==> src/tas_pkg.sv <==
// ----------------------------------------------------------------------------
// tas_pkg
// Shared types, register map, mode codes and reciprocal table for the
// target approach smoother.
// ----------------------------------------------------------------------------
`default_nettype none

package tas_pkg;

    localparam int unsigned DATA_W  = 16;
    localparam int unsigned LIMIT_W = 15;
    localparam int unsigned MODE_W  = 4;
    localparam int unsigned STEPS_W = 4;
    localparam int unsigned RECIP_W = 12;
    localparam int unsigned FRAC_W  = 12;
    localparam int unsigned PADDR_W = 4;
    localparam int unsigned PDATA_W = 32;

    localparam logic [1:0] REG_MODE  = 2'd0;
    localparam logic [1:0] REG_LIMIT = 2'd1;
    localparam logic [1:0] REG_STEPS = 2'd2;

    localparam logic [MODE_W-1:0] MODE_DIV2  = 4'd0;
    localparam logic [MODE_W-1:0] MODE_DIV4  = 4'd1;
    localparam logic [MODE_W-1:0] MODE_DIV8  = 4'd2;
    localparam logic [MODE_W-1:0] MODE_CLAMP = 4'd3;
    localparam logic [MODE_W-1:0] MODE_SPEED = 4'd4;
    localparam logic [MODE_W-1:0] MODE_TIME  = 4'd5;
    localparam logic [MODE_W-1:0] MODE_LDIV2 = 4'd6;
    localparam logic [MODE_W-1:0] MODE_LDIV4 = 4'd7;
    localparam logic [MODE_W-1:0] MODE_LDIV8 = 4'd8;

    typedef struct packed {
        logic [MODE_W-1:0]  mode;
        logic [LIMIT_W-1:0] limit;
        logic [STEPS_W-1:0] steps_left;
    } t_cfg;

    // reciprocal of (steps + 1) in Q12, zero entry means snap
    function automatic logic [RECIP_W-1:0] recip(input logic [STEPS_W-1:0] idx);
        logic [RECIP_W-1:0] f;
        case (idx)
            4'd0:    f = 12'h000;
            4'd1:    f = 12'h800;
            4'd2:    f = 12'h555;
            4'd3:    f = 12'h400;
            4'd4:    f = 12'h333;
            4'd5:    f = 12'h2AA;
            4'd6:    f = 12'h249;
            4'd7:    f = 12'h200;
            4'd8:    f = 12'h1C7;
            4'd9:    f = 12'h199;
            4'd10:   f = 12'h174;
            4'd11:   f = 12'h155;
            4'd12:   f = 12'h13B;
            4'd13:   f = 12'h124;
            4'd14:   f = 12'h111;
            default: f = 12'h100;
        endcase
        return f;
    endfunction

endpackage

`default_nettype wire

==> src/target_approach_smoother.sv <==
// ----------------------------------------------------------------------------
// target_approach_smoother
// Moves a signed 16-bit value toward a target under a programmable mode.
// ----------------------------------------------------------------------------
// One element per transaction, one result per element. Each element is
// captured in an input register, updated by a single combinational pass
// (one 17x13 multiply in time mode) and held in an output register, so the
// block takes a new transaction every cycle while the output is taken; the
// output register holds while not taken, the input register only when full
// too. The user must write mode, limit and steps_left over APB only while
// no transaction is in flight; the block itself does not enforce this.
`default_nettype none

module target_approach_smoother (
    input  wire logic                               i_clk,
    input  wire logic                               i_rst_n,
    input  wire logic                               psel,
    input  wire logic                               penable,
    input  wire logic                               pwrite,
    input  wire logic [tas_pkg::PADDR_W-1:0]        paddr,
    input  wire logic [tas_pkg::PDATA_W-1:0]        pwdata,
    output logic      [tas_pkg::PDATA_W-1:0]        prdata,
    output logic                                    pready,
    input  wire logic                               i_in_valid,
    output logic                                    o_in_ready,
    input  wire logic signed [tas_pkg::DATA_W-1:0]  i_current_value,
    input  wire logic signed [tas_pkg::DATA_W-1:0]  i_target_value,
    input  wire logic                               i_last_element,
    output logic                                    o_out_valid,
    input  wire logic                               i_out_ready,
    output logic signed      [tas_pkg::DATA_W-1:0]  o_new_value,
    output logic                                    o_last_element_out
);
    import tas_pkg::*;

    t_cfg                      cfg;
    logic                      r_s1_vld;
    logic signed [DATA_W-1:0]  r_s1_cur;
    logic signed [DATA_W-1:0]  r_s1_tgt;
    logic                      r_s1_last;
    logic                      r_out_vld;
    logic signed [DATA_W-1:0]  r_out_val;
    logic                      r_out_last;
    logic signed [DATA_W-1:0]  n_out_val;
    logic                      advance;
    logic                      in_xfer;

    tas_regs u_regs (
        .i_clk   (i_clk),
        .i_rst_n (i_rst_n),
        .psel    (psel),
        .penable (penable),
        .pwrite  (pwrite),
        .paddr   (paddr),
        .pwdata  (pwdata),
        .prdata  (prdata),
        .pready  (pready),
        .o_cfg   (cfg)
    );

    tas_datapath u_dp (
        .i_cfg (cfg),
        .i_cur (r_s1_cur),
        .i_tgt (r_s1_tgt),
        .o_new (n_out_val)
    );

    assign advance    = !r_out_vld || i_out_ready;
    assign o_in_ready = !r_s1_vld || advance;
    assign in_xfer    = i_in_valid && o_in_ready;

    always_ff @(posedge i_clk) begin
        if (!i_rst_n) begin
            r_s1_vld  <= 1'b0;
            r_out_vld <= 1'b0;
        end else begin
            if (o_in_ready) begin
                r_s1_vld <= i_in_valid;
            end
            if (advance) begin
                r_out_vld <= r_s1_vld;
            end
        end
    end

    always_ff @(posedge i_clk) begin
        if (in_xfer) begin
            r_s1_cur  <= i_current_value;
            r_s1_tgt  <= i_target_value;
            r_s1_last <= i_last_element;
        end
        if (advance && r_s1_vld) begin
            r_out_val  <= n_out_val;
            r_out_last <= r_s1_last;
        end
    end

    assign o_out_valid        = r_out_vld;
    assign o_new_value        = r_out_val;
    assign o_last_element_out = r_out_last;

endmodule

`default_nettype wire

==> src/tas_regs.sv <==
// ----------------------------------------------------------------------------
// tas_regs
// APB register file holding mode, limit and steps_left.
// ----------------------------------------------------------------------------
`default_nettype none

module tas_regs (
    input  wire logic                        i_clk,
    input  wire logic                        i_rst_n,
    input  wire logic                        psel,
    input  wire logic                        penable,
    input  wire logic                        pwrite,
    input  wire logic [tas_pkg::PADDR_W-1:0] paddr,
    input  wire logic [tas_pkg::PDATA_W-1:0] pwdata,
    output logic      [tas_pkg::PDATA_W-1:0] prdata,
    output logic                             pready,
    output tas_pkg::t_cfg                    o_cfg
);
    import tas_pkg::*;

    t_cfg       r_cfg;
    t_cfg       n_cfg;
    logic       wr_en;
    logic [1:0] reg_idx;

    assign pready  = 1'b1;
    assign wr_en   = psel & penable & pwrite & pready;
    assign reg_idx = paddr[3:2];

    always_comb begin
        n_cfg = r_cfg;
        if (wr_en) begin
            case (reg_idx)
                REG_MODE:  n_cfg.mode       = pwdata[MODE_W-1:0];
                REG_LIMIT: n_cfg.limit      = pwdata[LIMIT_W-1:0];
                REG_STEPS: n_cfg.steps_left = pwdata[STEPS_W-1:0];
                default:   n_cfg = r_cfg;
            endcase
        end
    end

    always_ff @(posedge i_clk) begin
        if (!i_rst_n) begin
            r_cfg <= '0;
        end else begin
            r_cfg <= n_cfg;
        end
    end

    always_comb begin
        case (reg_idx)
            REG_MODE:  prdata = {{(PDATA_W-MODE_W){1'b0}}, r_cfg.mode};
            REG_LIMIT: prdata = {{(PDATA_W-LIMIT_W){1'b0}}, r_cfg.limit};
            REG_STEPS: prdata = {{(PDATA_W-STEPS_W){1'b0}}, r_cfg.steps_left};
            default:   prdata = '0;
        endcase
    end

    assign o_cfg = r_cfg;

endmodule

`default_nettype wire

==> src/tas_datapath.sv <==
// ----------------------------------------------------------------------------
// tas_datapath
// Single-pass update of one element under the selected mode.
// ----------------------------------------------------------------------------
`default_nettype none

module tas_datapath (
    input  wire tas_pkg::t_cfg                      i_cfg,
    input  wire logic signed [tas_pkg::DATA_W-1:0]  i_cur,
    input  wire logic signed [tas_pkg::DATA_W-1:0]  i_tgt,
    output logic signed      [tas_pkg::DATA_W-1:0]  o_new
);
    import tas_pkg::*;

    localparam int unsigned DW = DATA_W + 1;
    localparam int unsigned WW = DATA_W + 2;
    localparam int unsigned PW = DW + RECIP_W + 1;

    logic signed [DW-1:0]      diff;
    logic signed [DW-1:0]      q2, q4, q8, q;
    logic signed [PW-1:0]      prod;
    logic signed [PW-1:0]      prod_b;
    logic signed [DW-1:0]      qt;
    logic [RECIP_W-1:0]        f;
    logic signed [WW-1:0]      c_w, t_w, lim_w, q_w;
    logic signed [WW-1:0]      t_lo, t_hi, c_up, c_dn;
    logic signed [DATA_W-1:0]  step_sum;

    always_comb begin
        diff = DW'(i_tgt) - DW'(i_cur);
        q2   = (diff + $signed({{(DW-1){1'b0}}, diff[DW-1]})) >>> 1;
        q4   = (diff + $signed({{(DW-2){1'b0}}, {2{diff[DW-1]}}})) >>> 2;
        q8   = (diff + $signed({{(DW-3){1'b0}}, {3{diff[DW-1]}}})) >>> 3;

        case (i_cfg.mode)
            MODE_DIV2, MODE_LDIV2: q = q2;
            MODE_DIV4, MODE_LDIV4: q = q4;
            default:               q = q8;
        endcase

        f      = recip(i_cfg.steps_left);
        prod   = PW'(diff) * $signed({1'b0, f});
        prod_b = prod + (prod[PW-1] ? PW'((1 << FRAC_W) - 1) : PW'(0));
        qt     = DW'(prod_b >>> FRAC_W);

        c_w   = WW'(i_cur);
        t_w   = WW'(i_tgt);
        lim_w = $signed({{(WW-LIMIT_W){1'b0}}, i_cfg.limit});
        q_w   = WW'(q);
        t_lo  = t_w - lim_w;
        t_hi  = t_w + lim_w;
        c_up  = c_w + lim_w;
        c_dn  = c_w - lim_w;

        step_sum = i_cur + q[DATA_W-1:0];

        case (i_cfg.mode)
            MODE_DIV2, MODE_DIV4, MODE_DIV8: begin
                o_new = (q == '0) ? i_tgt : step_sum;
            end
            MODE_LDIV2, MODE_LDIV4, MODE_LDIV8: begin
                o_new = (q_w <= -lim_w || q_w >= lim_w) ? step_sum : i_tgt;
            end
            MODE_CLAMP: begin
                if (t_lo > c_w) begin
                    o_new = t_lo[DATA_W-1:0];
                end else if (t_hi < c_w) begin
                    o_new = t_hi[DATA_W-1:0];
                end else begin
                    o_new = i_cur;
                end
            end
            MODE_SPEED: begin
                if (c_w < t_w) begin
                    o_new = (t_w <= c_up) ? i_tgt : c_up[DATA_W-1:0];
                end else begin
                    o_new = (t_w >= c_dn) ? i_tgt : c_dn[DATA_W-1:0];
                end
            end
            MODE_TIME: begin
                o_new = (f == '0) ? i_tgt : (i_cur + qt[DATA_W-1:0]);
            end
            default: o_new = i_cur;
        endcase
    end

endmodule

`default_nettype wire

==> config.mk <==
export PLATFORM = sky130hd
export DESIGN_NAME = target_approach_smoother
export DESIGN_NICKNAME = d
export VERILOG_FILES = /design/src/tas_pkg.sv /design/src/target_approach_smoother.sv /design/src/tas_regs.sv /design/src/tas_datapath.sv
export SDC_FILE = /design/constraint.sdc
export NUM_CORES = 1
export LEC_CHECK = 0
export BUFFER_PORTS_ARGS = -buffer_cell sky130_fd_sc_hd__buf_2
export CORE_MARGIN = 4
export CORE_UTILIZATION = 52
export DETAILED_ROUTE_END_ITERATION = 12
export PLACE_DENSITY = 0.7
export SETUP_SLACK_MARGIN = 0.1
export SLEW_MARGIN = 20
export SYNTH_ARGS = -nofsm -noshare
export SYNTH_HDL_FRONTEND = slang
export SYNTH_SLANG_ARGS = --single-unit
==> constraint.sdc <==
create_clock -name i_clk -period 22.6 [get_ports i_clk]
set_clock_uncertainty 0.15 [all_clocks]
set_input_delay 2.26 -clock i_clk [delete_from_list [all_inputs] [get_ports i_clk]]
set_output_delay 2.26 -clock i_clk [all_outputs]
set_load 0.1 [all_outputs]
==> results.sh <==
export IMPL_final_nets=3256
export IMPL_netlist_area_mm2=0.02194
export IMPL_arrival_ps=15500
export IMPL_ctsResizeCount=0
export IMPL_max_slew_margin_rel=0.2453
export IMPL_worst_slew_pin_slew_ps=1123
export IMPL_die_x_um=213.4
export IMPL_grt_max_degree=34
export IMPL_n_fill_cell=3799
export IMPL_cp_slowest_stage_delay_ps=880
export IMPL_async_flop_share=0
export IMPL_yosys_area_top_type_share=0.1743
export IMPL_synth_simple_area_share=0.1889
export IMPL_ys_types=92
export IMPL_leakagePower_nw=10.83
export IMPL_ios=128
export IMPL_synthTopCellsByArea="fa_1 17%, ha_1 17%, edfxtp_1 6.8%"
export IMPL_drv_cap=0
export IMPL_synth_edf_count=50
export IMPL_synth_compound_area_frac=0.1905
export IMPL_hp_class="flip-flop to flip-flop"
export IMPL_track_usage=0.3020
export IMPL_dominantRegCellSynth="edfxtp_1"
export IMPL_finalHoldViolations=0
export IMPL_gp_congestion=1.019
export IMPL_yosysTopAreaCell="fa_1"
export IMPL_cts_hold_buf=0
export IMPL_startpoint_type="flip-flop"
export IMPL_wirelength_um=68530
export IMPL_antenna_found_initial=1
export IMPL_pwr_density_cell_mw_per_mm2=43.92
export IMPL_dieArea_mm2=0.04554
export IMPL_core_area_mm2=0.04129
export IMPL_postLayoutCoreUtil=0.5589
export IMPL_dpl_hpwl_um=55760
export IMPL_crit_family="compound AO/OA/AOI/OAI gates"
export IMPL_die_h_um=213.4
export IMPL_rsz0062_at_grt="no"
export IMPL_cts_buffer_depth=2
export IMPL_synth_top_family_by_area="adder cells"
export IMPL_first_iter_violations=1994
export IMPL_drive_gt1_frac=0.07138
export IMPL_yosys_warnings=0
export IMPL_numClockSinks=87
export IMPL_netlist_instances=2677
export IMPL_maxSlewViolCount=0
export IMPL_vias_per_cell=6.177
export IMPL_synthAdderAreaFrac=0.3397
export IMPL_drc=0
export IMPL_ys_ff_latch=87
export IMPL_portBuffers=90
export IMPL_ir_worst_vdd_v=0.00005276
export IMPL_period_minus_slack_ps=15520
export IMPL_cts_setup_buffers=0
export IMPL_num_vias=19990
export IMPL_root_buffer="clkbuf_16"
export IMPL_synthXorXnorAreaFrac=0.06883
export IMPL_overflow=0
export IMPL_required_ps=22580
export IMPL_cts_tree="done"
export IMPL_min_period_over_period=0.6866
export IMPL_critPathCaptureType="flip-flop"
export IMPL_first_global_vias=19670
export IMPL_drtAntennaViolNets=0
export IMPL_syn_avg_cell_area_um2=8.196
export IMPL_critPathSlowestCell="o31ai_1"
export IMPL_clkLatencyLatePin_ps=370
export IMPL_synth_area_mux_share=0.02538
export IMPL_fin_tns_setup_ps=0
export IMPL_setup_viol=0
export IMPL_cts_made_buffers=9
export IMPL_path_class="flip-flop to flip-flop"
export IMPL_drt_pass1_iter_count=6
export IMPL_clock_fmax_mhz=64.44
export IMPL_worst_path_max_fanout=18
export IMPL_wl_per_cell_um=21.18
export IMPL_diodes=0
export IMPL_syn_to_final_growth_pct=5.195
export IMPL_row_count=74
export IMPL_path_buf_inv=5
export IMPL_cts_htree_levels=3
export IMPL_clkTransAtPathRegs_ps=80
export IMPL_grt_pass1_wl_um=108500
export IMPL_start_util=0.5313
export IMPL_outcome="complete, no violations"
export IMPL_ys_seq_area_frac=0.1022
per-stage QoR:
stage	cells	power (mW)	setup WS, ps	hold WS [ps]	instance area [um^2]
after floorplan	2693	0.6736	10460	250.3	22000
after global placement	3220	0.8278	7820	252.4	22770
after detailed placement	3220	0.8409	7465	257.2	22770
after CTS	3236	1.003	7365	275.7	23080
after global routing	3236	1.080	6152	280.5	23080
final	3236	1.014	7083	273.5	23080
cells in the mapped netlist, types with 28 or more instances:
master / number
dfxtp_1: 37
nand4_1: 28
fa_1: 191
a21oi_1: 138
nor3_1: 49
ha_1: 290
clkbuf_1: 86
a21o_1: 44
nand3_1: 51
o21a_1: 33
edfxtp_1: 50
inv_1: 343
nor2_1: 144
xnor2_1: 124
xor2_1: 44
o21ai_0: 87
and2_1: 85
nor2b_1: 63
nand2_1: 247
nand2b_1: 34
mux2i_1: 41
and3_1: 28
worst paths after layout:
kind / from / slack [ps] / endpoint / cells past startpoint
setup / recovery: r_s1_cur[1]$_DFFE_PP_ / 7080 / o_new_value[15]$_DFFE_PP_ / 47
hold / removal: r_s1_last$_DFFE_PP_ / 270 / o_last_element_out$_DFFE_PP_ / 0
setup reg to reg: r_s1_cur[1]$_DFFE_PP_ / 7080 / o_new_value[15]$_DFFE_PP_ / 47
hold reg to reg: r_s1_last$_DFFE_PP_ / 270 / o_last_element_out$_DFFE_PP_ / 0
report_power, final:
part           switching [mW]  internal (mW)
Sequential             0.0189          0.183
Combinational           0.424          0.229
Clock                  0.0745         0.0839
layout by cell type (no fill, tap or decap), types with 44 or more instances in the layout:
| master | Yosys | layout |
|---|---|---|
| xnor2_1 | 124 | 124 |
| xor2_1 | 44 | 44 |
| buf_2 | 10 | 90 |
| nor2b_1 | 63 | 62 |
| and2_1 | 85 | 85 |
| nand3_1 | 51 | 51 |
| edfxtp_1 | 50 | 50 |
| nor2_1 | 144 | 144 |
| inv_1 | 343 | 343 |
| nor3_1 | 49 | 48 |
| ha_1 | 290 | 290 |
| o21ai_0 | 87 | 87 |
| fa_1 | 191 | 191 |
| a21o_1 | 44 | 44 |
| nand2_1 | 247 | 247 |
| a21oi_1 | 138 | 138 |
metal layers:
layer | GRT usage | vias to the layer above | part of all wire
met5 | 0 | - | 0.00010
met4 | 0.1148 | 2 | 0.041
met3 | 0.04053 | 182 | 0.089
met2 | 0.4689 | 930 | 0.44
met1 | 0.4319 | 9604 | 0.43
li1 | - | 9270 | -
area by class of cell:
type / instances / area (um^2) / area share
multi-input combinational: 2141 / 17930 / 0.7769
clock buffer: 10 / 250.2 / 0.01084
sequential: 87 / 2242 / 0.09715
inverter: 345 / 1295 / 0.05611
clock inverter: 6 / 58.81 / 0.002548
timing repair buffer: 115 / 638.1 / 0.02765
tap: 532 / 665.6 / 0.02884
state kept, by name, indices dropped and copies added, names as in the netlist, 12 cells and up:
register and cells:
r_s1_tgt 16, r_s1_cur 16, o_new_value 16, u_regs.o_cfg 23, u_dp.f 12
kinds of logic after synthesis:
family | after synthesis
AND/OR/NAND/NOR | 818
AO/OA/AOI/OAI | 600
adder cells (fa/ha/maj) | 481
buffers and inverters | 465
XOR/XNOR | 170
flip-flops | 87
multiplexers | 54
other | 2
Power figures use the tool's default switching activity.
